`src/rtl/core/rsdp_scan_pkg.sv`:
```
`default_nettype none

package rsdp_scan_pkg;

    // Defaults for the top-level parameters
    localparam int DEF_MAX_STRUCT_LEN = 64;
    localparam int DEF_MIN_REGION_LEN = 1024;
    localparam int DEF_OFFSET_WIDTH   = 17;

    // Region length after reset
    localparam int REGION_LEN_RST = 1024;

    // Width of the reported length field
    localparam int TABLE_LEN_W = 7;

    // Signature bytes, "RSD PTR "
    localparam int SIG_LEN = 8;
    localparam logic [7:0] SIG_BYTES [SIG_LEN] = '{
        8'h52, 8'h53, 8'h44, 8'h20, 8'h50, 8'h54, 8'h52, 8'h20
    };

    // Controller states
    typedef enum logic [2:0] {
        ST_RUN,
        ST_SCAN,
        ST_FLUSH,
        ST_EMIT_HIT,
        ST_EMIT_MISS
    } state_t;

    // Controller to datapath commands
    typedef struct packed {
        logic shift;       // shift one byte into the window
        logic zero_fill;   // shifted byte is zero instead of input data
        logic rotate;      // rotate window by one, accumulate checksum
        logic scan_start;  // latch length, clear checksum and scan index
        logic flush_load;  // load end-of-region zero-fill count
        logic flush_dec;   // one zero-fill step done
        logic cnt_clear;   // start a new region
        logic load_hit;    // load a found result into the output register
        logic load_miss;   // load a not-found result into the output register
    } cmd_t;

    // Datapath to controller status
    typedef struct packed {
        logic cand_ok;     // window head passes header checks
        logic scan_last;   // final rotation of a checksum scan
        logic sum_zero;    // checksum including this rotation is zero
        logic flush_done;  // no zero-fill steps left
        logic out_free;    // output register can take a result
    } status_t;

endpackage

`default_nettype wire

```
`src/rtl/core/rsdp_scan_ctrl.sv`:
```
`default_nettype none

module rsdp_scan_ctrl
    import rsdp_scan_pkg::*;
(
    input  wire logic    clk,
    input  wire logic    rst_n,
    input  wire logic    in_valid,
    input  wire logic    in_last,
    output logic         in_ready,
    input  wire status_t sts,
    output cmd_t         cmd
);

    state_t state_reg, state_next;
    logic   pend_reg, pend_next;    // window head not yet checked
    logic   sent_reg, sent_next;    // result of this region already given
    logic   flush_reg, flush_next;  // last byte of region taken
    logic   hit;

    assign hit = pend_reg && sts.cand_ok && !sent_reg;

    // State and flag registers
    always_ff @(posedge clk or negedge rst_n)
    begin
        if (!rst_n)
        begin
            state_reg <= ST_RUN;
            pend_reg  <= 1'b0;
            sent_reg  <= 1'b0;
            flush_reg <= 1'b0;
        end
        else
        begin
            state_reg <= state_next;
            pend_reg  <= pend_next;
            sent_reg  <= sent_next;
            flush_reg <= flush_next;
        end
    end

    // Next state
    always_comb
    begin
        state_next = state_reg;
        unique case (state_reg)
            ST_RUN:
            begin
                if (hit)
                    state_next = ST_SCAN;
                else if (in_valid && in_last)
                    state_next = ST_FLUSH;
            end
            ST_SCAN:
            begin
                if (sts.scan_last)
                begin
                    if (sts.sum_zero)
                        state_next = ST_EMIT_HIT;
                    else if (flush_reg)
                        state_next = ST_FLUSH;
                    else
                        state_next = ST_RUN;
                end
            end
            ST_FLUSH:
            begin
                if (sent_reg)
                    state_next = ST_RUN;
                else if (hit)
                    state_next = ST_SCAN;
                else if (sts.flush_done)
                    state_next = ST_EMIT_MISS;
            end
            ST_EMIT_HIT,
            ST_EMIT_MISS:
            begin
                if (sts.out_free)
                    state_next = ST_RUN;
            end
            default: state_next = ST_RUN;
        endcase
    end

    // Commands and flag updates
    always_comb
    begin
        cmd        = '0;
        in_ready   = 1'b0;
        pend_next  = pend_reg;
        sent_next  = sent_reg;
        flush_next = flush_reg;
        unique case (state_reg)
            ST_RUN:
            begin
                if (hit)
                begin
                    cmd.scan_start = 1'b1;
                end
                else
                begin
                    in_ready  = 1'b1;
                    pend_next = 1'b0;
                    if (in_valid)
                    begin
                        cmd.shift = 1'b1;
                        pend_next = 1'b1;
                        if (in_last)
                        begin
                            cmd.flush_load = 1'b1;
                            flush_next     = 1'b1;
                        end
                    end
                end
            end
            ST_SCAN:
            begin
                cmd.rotate = 1'b1;
                if (sts.scan_last)
                    pend_next = 1'b0;
            end
            ST_FLUSH:
            begin
                if (sent_reg)
                begin
                    cmd.cnt_clear = 1'b1;
                    sent_next     = 1'b0;
                    flush_next    = 1'b0;
                    pend_next     = 1'b0;
                end
                else if (hit)
                begin
                    cmd.scan_start = 1'b1;
                end
                else if (!sts.flush_done)
                begin
                    cmd.shift     = 1'b1;
                    cmd.zero_fill = 1'b1;
                    cmd.flush_dec = 1'b1;
                    pend_next     = 1'b1;
                end
                else
                begin
                    pend_next = 1'b0;
                end
            end
            ST_EMIT_HIT:
            begin
                if (sts.out_free)
                begin
                    cmd.load_hit = 1'b1;
                    sent_next    = 1'b1;
                    if (flush_reg)
                    begin
                        cmd.cnt_clear = 1'b1;
                        sent_next     = 1'b0;
                        flush_next    = 1'b0;
                        pend_next     = 1'b0;
                    end
                end
            end
            ST_EMIT_MISS:
            begin
                if (sts.out_free)
                begin
                    cmd.load_miss = 1'b1;
                    cmd.cnt_clear = 1'b1;
                    sent_next     = 1'b0;
                    flush_next    = 1'b0;
                    pend_next     = 1'b0;
                end
            end
            default:
            begin
                cmd = '0;
            end
        endcase
    end

endmodule

`default_nettype wire

```
`src/rtl/core/rsdp_scan_dp.sv`:
```
`default_nettype none

module rsdp_scan_dp
    import rsdp_scan_pkg::*;
#(
    parameter int MAX_STRUCT_LEN = DEF_MAX_STRUCT_LEN,
    parameter int MIN_REGION_LEN = DEF_MIN_REGION_LEN,
    parameter int OFFSET_WIDTH   = DEF_OFFSET_WIDTH,
    parameter int TDATA_W        = ((OFFSET_WIDTH + TABLE_LEN_W + 7) / 8) * 8
)
(
    input  wire logic                    clk,
    input  wire logic                    rst_n,
    input  wire cmd_t                    cmd,
    output status_t                      sts,
    input  wire logic [7:0]              in_data,
    input  wire logic                    cfg_we,
    input  wire logic [OFFSET_WIDTH-1:0] cfg_data,
    output logic                         out_valid,
    input  wire logic                    out_ready,
    output logic [TDATA_W-1:0]           out_data,
    output logic                         out_found
);

    localparam int CNT_W = OFFSET_WIDTH + 1;
    localparam int IDX_W = $clog2(MAX_STRUCT_LEN);
    localparam int LEN_W = $clog2(MAX_STRUCT_LEN + 1);

    logic [7:0]              win_reg [MAX_STRUCT_LEN];
    logic [7:0]              win_next [MAX_STRUCT_LEN];
    logic [CNT_W-1:0]        cnt_reg, cnt_next;
    logic [CNT_W-1:0]        newest_reg, newest_next;
    logic [IDX_W-1:0]        flush_cnt_reg, flush_cnt_next;
    logic [IDX_W-1:0]        idx_reg, idx_next;
    logic [7:0]              sum_reg, sum_next;
    logic [LEN_W-1:0]        len_reg, len_next;
    logic [OFFSET_WIDTH-1:0] region_len_reg, region_len_next;
    logic                    out_valid_reg, out_valid_next;
    logic                    out_found_reg, out_found_next;
    logic [OFFSET_WIDTH-1:0] out_off_reg, out_off_next;
    logic [TABLE_LEN_W-1:0]  out_len_reg, out_len_next;

    logic [31:0]             len_field;
    logic [CNT_W-1:0]        head_off;
    logic                    sig_ok;
    logic                    hdr_ok;
    logic [7:0]              add_byte;

    // Header checks on the window head (offset p at index 0)
    always_comb
    begin
        sig_ok = 1'b1;
        for (int k = 0; k < SIG_LEN; k++)
            sig_ok = sig_ok && (win_reg[k] == SIG_BYTES[k]);
    end

    assign len_field = {win_reg[23], win_reg[22], win_reg[21], win_reg[20]};
    assign head_off  = newest_reg - CNT_W'(MAX_STRUCT_LEN - 1);

    assign hdr_ok = sig_ok
                 && (win_reg[15] != 8'd0)
                 && (len_field != 32'd0)
                 && (len_field <= 32'(MAX_STRUCT_LEN));

    assign sts.cand_ok = hdr_ok
                      && (newest_reg >= CNT_W'(MAX_STRUCT_LEN - 1))
                      && (head_off <= {1'b0, region_len_reg})
                      && (32'(region_len_reg) >= 32'(MIN_REGION_LEN));

    // Checksum accumulation during window rotation
    assign add_byte  = (LEN_W'(idx_reg) < len_reg) ? win_reg[0] : 8'd0;
    assign sum_next  = cmd.scan_start ? 8'd0 : (cmd.rotate ? sum_reg + add_byte : sum_reg);
    assign sts.sum_zero   = ((sum_reg + add_byte) == 8'd0);
    assign sts.scan_last  = (idx_reg == IDX_W'(MAX_STRUCT_LEN - 1));
    assign sts.flush_done = (flush_cnt_reg == '0);
    assign sts.out_free   = !out_valid_reg || out_ready;

    // Window shift line: shift in a byte, or rotate for the checksum scan
    always_comb
    begin
        for (int i = 0; i < MAX_STRUCT_LEN - 1; i++)
            win_next[i] = (cmd.shift || cmd.rotate) ? win_reg[i+1] : win_reg[i];
        if (cmd.shift)
            win_next[MAX_STRUCT_LEN-1] = cmd.zero_fill ? 8'd0 : in_data;
        else if (cmd.rotate)
            win_next[MAX_STRUCT_LEN-1] = win_reg[0];
        else
            win_next[MAX_STRUCT_LEN-1] = win_reg[MAX_STRUCT_LEN-1];
    end

    // Offset counters; the byte counter saturates at all ones
    always_comb
    begin
        cnt_next    = cnt_reg;
        newest_next = newest_reg;
        if (cmd.cnt_clear)
        begin
            cnt_next = '0;
        end
        else if (cmd.shift)
        begin
            newest_next = cnt_reg;
            if (cnt_reg != '1)
                cnt_next = cnt_reg + 1'b1;
        end
    end

    // Zero-fill and scan counters
    always_comb
    begin
        flush_cnt_next = flush_cnt_reg;
        if (cmd.flush_load)
            flush_cnt_next = IDX_W'(MAX_STRUCT_LEN - 1);
        else if (cmd.flush_dec)
            flush_cnt_next = flush_cnt_reg - 1'b1;

        idx_next = idx_reg;
        len_next = len_reg;
        if (cmd.scan_start)
        begin
            idx_next = '0;
            len_next = len_field[LEN_W-1:0];
        end
        else if (cmd.rotate)
        begin
            idx_next = idx_reg + 1'b1;
        end
    end

    // Region length register
    assign region_len_next = cfg_we ? cfg_data : region_len_reg;

    // Output register
    always_comb
    begin
        out_valid_next = out_valid_reg;
        out_found_next = out_found_reg;
        out_off_next   = out_off_reg;
        out_len_next   = out_len_reg;
        if (cmd.load_hit)
        begin
            out_valid_next = 1'b1;
            out_found_next = 1'b1;
            out_off_next   = head_off[OFFSET_WIDTH-1:0];
            out_len_next   = TABLE_LEN_W'(len_reg);
        end
        else if (cmd.load_miss)
        begin
            out_valid_next = 1'b1;
            out_found_next = 1'b0;
            out_off_next   = '0;
            out_len_next   = '0;
        end
        else if (out_ready)
        begin
            out_valid_next = 1'b0;
        end
    end

    // Control registers
    always_ff @(posedge clk or negedge rst_n)
    begin
        if (!rst_n)
        begin
            cnt_reg        <= '0;
            newest_reg     <= '0;
            flush_cnt_reg  <= '0;
            idx_reg        <= '0;
            region_len_reg <= OFFSET_WIDTH'(REGION_LEN_RST);
            out_valid_reg  <= 1'b0;
        end
        else
        begin
            cnt_reg        <= cnt_next;
            newest_reg     <= newest_next;
            flush_cnt_reg  <= flush_cnt_next;
            idx_reg        <= idx_next;
            region_len_reg <= region_len_next;
            out_valid_reg  <= out_valid_next;
        end
    end

    // Payload registers
    always_ff @(posedge clk)
    begin
        win_reg       <= win_next;
        sum_reg       <= sum_next;
        len_reg       <= len_next;
        out_found_reg <= out_found_next;
        out_off_reg   <= out_off_next;
        out_len_reg   <= out_len_next;
    end

    assign out_valid = out_valid_reg;
    assign out_found = out_found_reg;
    assign out_data  = TDATA_W'({out_len_reg, out_off_reg});

endmodule

`default_nettype wire

```
`src/rtl/core/acpi_rsdp_signature_scanner.sv`:
```
`default_nettype none

// Scans the bytes of one memory region, one byte per request on the s_ side,
// for the first valid ACPI root pointer ("RSD PTR " signature, nonzero
// revision, length field from 1 to MAX_STRUCT_LEN, zero checksum over that
// length) starting at an offset no greater than the region length written on
// the cfg channel. Each region, closed by s_tlast, gives exactly one result on
// the m_ side: found with offset and length, or not found after the last
// byte. While the configured region length is below MIN_REGION_LEN, every
// region reports not found. Bytes are taken at one per cycle unless a scan
// or end-of-region step holds them. A window head that passes the header
// checks holds the input while the checksum is summed by rotating the byte
// window through one adder; a found result then loads the output register.
// After the last byte the remaining candidates are checked by shifting in
// MAX_STRUCT_LEN - 1 zero bytes, one per cycle (plus the checksum scans they
// trigger); then the final window position is checked and the not-found
// result is loaded. When the result of the region was already given, a step
// after the last byte starts the next region. A result waits in the output
// register while bytes keep flowing; the block stalls only when a second
// result is due before the first is taken. The user must write configuration
// only while the block is idle; the block itself does not enforce it.

module acpi_rsdp_signature_scanner
    import rsdp_scan_pkg::*;
#(
    parameter  int MAX_STRUCT_LEN = DEF_MAX_STRUCT_LEN,
    parameter  int MIN_REGION_LEN = DEF_MIN_REGION_LEN,
    parameter  int OFFSET_WIDTH   = DEF_OFFSET_WIDTH,
    localparam int TDATA_W        = ((OFFSET_WIDTH + TABLE_LEN_W + 7) / 8) * 8
)
(
    input  wire logic                    clk,
    input  wire logic                    rst_n,
    // Region length write channel
    input  wire logic                    cfg_valid,
    output logic                         cfg_ready,
    input  wire logic [OFFSET_WIDTH-1:0] cfg_data,
    // Byte input
    input  wire logic                    s_tvalid,
    output logic                         s_tready,
    input  wire logic [7:0]              s_tdata,   // data_byte
    input  wire logic                    s_tlast,   // last byte of region
    // Result output
    output logic                         m_tvalid,
    input  wire logic                    m_tready,
    output logic [TDATA_W-1:0]           m_tdata,   // match_offset, table_len, zero pad
    output logic                         m_tuser    // found
);

    cmd_t    cmd;
    status_t sts;

    assign cfg_ready = 1'b1;

    rsdp_scan_ctrl u_ctrl (
        .clk      (clk),
        .rst_n    (rst_n),
        .in_valid (s_tvalid),
        .in_last  (s_tlast),
        .in_ready (s_tready),
        .sts      (sts),
        .cmd      (cmd)
    );

    rsdp_scan_dp #(
        .MAX_STRUCT_LEN (MAX_STRUCT_LEN),
        .MIN_REGION_LEN (MIN_REGION_LEN),
        .OFFSET_WIDTH   (OFFSET_WIDTH),
        .TDATA_W        (TDATA_W)
    ) u_dp (
        .clk       (clk),
        .rst_n     (rst_n),
        .cmd       (cmd),
        .sts       (sts),
        .in_data   (s_tdata),
        .cfg_we    (cfg_valid),
        .cfg_data  (cfg_data),
        .out_valid (m_tvalid),
        .out_ready (m_tready),
        .out_data  (m_tdata),
        .out_found (m_tuser)
    );

endmodule

`default_nettype wire

```
`config.mk`:
```
export PLATFORM = sky130hd
export DESIGN_NAME = acpi_rsdp_signature_scanner
export DESIGN_NICKNAME = d
export VERILOG_FILES = /design/src/rtl/core/rsdp_scan_pkg.sv /design/src/rtl/core/rsdp_scan_ctrl.sv /design/src/rtl/core/rsdp_scan_dp.sv /design/src/rtl/core/acpi_rsdp_signature_scanner.sv
export SDC_FILE = /design/constraint.sdc
export NUM_CORES = 1
export LEC_CHECK = 0
export BUFFER_PORTS_ARGS = -buffer_cell sky130_fd_sc_hd__buf_2
export CAP_MARGIN = 15
export CORE_MARGIN = 4
export CORE_UTILIZATION = 50
export DETAILED_ROUTE_END_ITERATION = 10
export PLACE_DENSITY = 0.7
export REMOVE_ABC_BUFFERS = 1
export SETUP_SLACK_MARGIN = 0.2
export SYNTH_ARGS = -nofsm -noshare
export SYNTH_HDL_FRONTEND = slang
export SYNTH_HIERARCHICAL = 1
export SYNTH_SLANG_ARGS = --single-unit
```
`constraint.sdc`:
```
create_clock -name clk -period 26.3 [get_ports clk]
set_input_delay 3.945 -clock clk [delete_from_list [all_inputs] [get_ports clk]]
set_output_delay 3.945 -clock clk [all_outputs]
set_load 0.01 [all_outputs]
```
==> results.sh <==
export IMPL_run_status="finished clean"
export IMPL_fmaxAchievable_ghz=0.115
export IMPL_first_pass_grt_wire_length_um=55400
export IMPL_max_clock_path_buffers=3
export IMPL_placement_cell_area_um2=22900
export IMPL_power_leakage_nw=8.72
export IMPL_worstReg2RegStart="u_dp/newest_reg[7]"
export IMPL_rsz_0062_raised_after_global_routing="false"
export IMPL_synth_seq_area_share_pct=83.5
export IMPL_cts_tree="built"
export IMPL_die_area_um2=47200
export IMPL_detail_route_antenna_nets=0
export IMPL_postSynth_asyncResetShare_pct=11.5
export IMPL_fraction_of_layout_instances_using_a_drive_strength_above_1_pct=15.3
export IMPL_ff2ff_path_depth=15
export IMPL_met3_length_um=2180
export IMPL_cts_resized_gates=0
export IMPL_period_minus_slack_ns=8.70
export IMPL_nets=1337
export IMPL_stdcell_area_um2=24900
export IMPL_skew_pair_late_insertion_delay_ns=0.61
export IMPL_detailedRoute_firstIterationViolations=976
export IMPL_post_synth_num_cell_types=76
export IMPL_drt_pass1_iterations=6
export IMPL_final_hold_viol_count=0
export IMPL_critical_path_required_ns=22.35
export IMPL_reg2reg_to="u_dp/win_reg[368]"
export IMPL_placement_io_buffers=57
export IMPL_r2r_setup_slack_ns=19.11
export IMPL_synth_edf_count=543
export IMPL_wirelength_um=34900
export IMPL_critPathKind="flop to output port"
export IMPL_largest_register_ff_count=480
export IMPL_globalplace_congestion=0.826
export IMPL_die_height_um=217
export IMPL_most_common_layout_cells="543 x edfxtp_1, 71 x dfrtp_1, 57 x clkbuf_16, 57 x buf_2, 52 x nand2_1"
export IMPL_cellPowerDensity_nw_per_um2=117
export IMPL_standard_cell_rows=76
export IMPL_floorplan_die_width_um=217
export IMPL_final_core_util_pct=57.6
export IMPL_yosysWarnings=6
export IMPL_overflow=0
export IMPL_finClkSkew_ns=0.0378
export IMPL_setup_worst_path_end="s_tready"
export IMPL_worst_slew_pin_slew_ns=1.04
export IMPL_final_period_utilization_pct=33.1
export IMPL_post_synth_cell_area_avg_um2=18.7
export IMPL_grt_usage_pct=14.9
export IMPL_fin_hold_ws_ns=0.397
export IMPL_timing_critical_path_to_type="output port"
export IMPL_grt_max_degree=201
export IMPL_final_instance_count_excl_fill=1903
export IMPL_netlist_area_um2=21900
export IMPL_maxUsedRoutingLayer="met4"
export IMPL_initial_utilization_pct=50.8
export IMPL_headroom_to_the_max_slew_limit_pct=29.8
export IMPL_maxCapViolCount=0
export IMPL_coreArea_um2=43200
export IMPL_ys_flop_type="edfxtp_1"
export IMPL_route_detailed_vias_per_inst=5.28
export IMPL_antenna_found_initial=1
export IMPL_critical_path_max_fanout=5
export IMPL_diodes=0
export IMPL_grt_pass1_vias=9847
export IMPL_clock_sink_count=624
export IMPL_hold_class="flop to flop"
export IMPL_met1Wirelength_um=16900
export IMPL_dpl_hpwl_um=20900
export IMPL_slew_viol_final=0
export IMPL_met2RoutedLength_um=15100
export IMPL_top_level_ports=59
export IMPL_synthesis_instances=1171
export IMPL_crit_path_start_kind="flop"
export IMPL_areaGrowthSynthToFinish_pct=13.4
export IMPL_setup_total_negative_slack_ns=0
export IMPL_layout_commonest_cell="edfxtp_1"
export IMPL_cp_arrival_ns=4.76
export IMPL_crit_start="u_dp/newest_reg[7]"
export IMPL_timing_final_setup_violations=0
export IMPL_postSynthRegisterBits=624
export IMPL_post_cts_buffers=0
export IMPL_root_buffer="clkbuf_16"
export IMPL_number_of_cts_inserted_buffers=56
export IMPL_drc_errors=0
export IMPL_via_count=10100
export IMPL_placed_cell_count=1798
export IMPL_hold_buffers=0
export IMPL_clk_pin_slew_worst_paths_ns=0.07
export IMPL_drt_wirelength_per_cell_um=18.3
export IMPL_cts_htree_levels=2
export IMPL_worst_ir_drop_vdd_uv=113
## per-stage QoR
step	total power, mW	setup slack [ns]
2_1_floorplan	2.04	15.19
3_3_place_gp	2.07	18.20
3_5_place_dp	2.08	18.15
4_1_cts	2.94	17.50
5_1_grt	3.05	17.32
6_report	2.90	17.60
## kinds of logic after synthesis
family | share of synthesized area [%]
AO/OA/AOI/OAI | 3.37
XOR/XNOR | 1.51
multiplexers | 1.40
adder cells (fa/ha/maj) | 2.03
AND/OR/NAND/NOR | 6.94
buffers and inverters | 1.25
flip-flops | 83.5
other | 0.0171
## how the worst min path moves through the flow
stage | start | endpoint | cells past startpoint
after global placement | u_dp/win_reg[399] | u_dp/win_reg[407] | 0
after global routing | u_dp/win_reg[90] | u_dp/win_reg[98] | 0
final | u_dp/win_reg[357] | u_dp/win_reg[365] | 0
after CTS | u_dp/win_reg[357] | u_dp/win_reg[365] | 0
after floorplan | u_dp/win_reg[312] | u_dp/len_field[24] | 0
after detailed placement | u_dp/win_reg[94] | u_dp/win_reg[102] | 0
## Yosys cell counts (all sizes together), types with 3 or more instances
library cell	instances	area share, %
a211oi	5	0.23
a21o	9	0.31
a21oi	18	0.43
a221oi	4	0.16
a311oi	3	0.12
a31oi	3	0.086
and2	31	0.89
and3	7	0.20
and4	4	0.16
buf	8	0.19
clkbuf	16	0.29
dfrtp	71	8.1
dfxtp	9	0.82
edfxtp	543	74
ha	34	1.9
inv	45	0.77
mux2	22	1.1
mux2i	6	0.27
nand2	52	0.89
nand2b	17	0.52
nand3	19	0.46
nand3b	7	0.24
nand4	12	0.34
nor2	39	0.67
nor2b	10	0.29
nor3	18	0.43
nor4	24	0.74
nor4b	7	0.28
o2111ai	3	0.12
o211ai	4	0.14
o21a	3	0.10
o21ai	36	0.82
o31a	3	0.12
o31ai	3	0.10
or2	3	0.097
or3	4	0.14
or4	3	0.12
xnor2	20	0.83
xor2	17	0.68
## layer usage
metal | up-vias | track usage [%]
met1 | 5025 | 23.4
met2 | 296 | 21.4
li1 | 4680 | -
met3 | 51 | 3.21
met4 | 0 | 4.26
met5 | - | 0
## worst max-delay path, cell delays in order, from the launching register on
cell and delay (ns):
dfrtp_1 0.43, or4_4 0.56, or3_4 0.36, or2_4 0.24
xnor2_2 0.14, ha_1 0.32, and4_1 0.22, nand4_1 0.12
nor4_1 0.30, a21oi_1 0.07, a221oi_1 0.81, and3b_1 0.34
nor4_2 0.08, buf_2 0.18
## layout make-up
| cell class | instances | area [um^2] |
|---|---|---|
| Fill cell | 3205 | 18300 |
| Sequential cell | 624 | 18300 |
| Multi-Input combinational cell | 478 | 3360 |
| Clock buffer | 63 | 1460 |
| Tap cell | 585 | 732 |
| Clock inverter | 42 | 483 |
| Timing Repair Buffer | 66 | 365 |
| Inverter | 45 | 169 |
## power by group
part | total [mW] | switching [mW] | internal [mW]
sequential | 1.77 | 0.126 | 1.64
combinational | 0.296 | 0.239 | 0.0565
clock | 0.839 | 0.349 | 0.491
(Power assumes the default switching activity.)
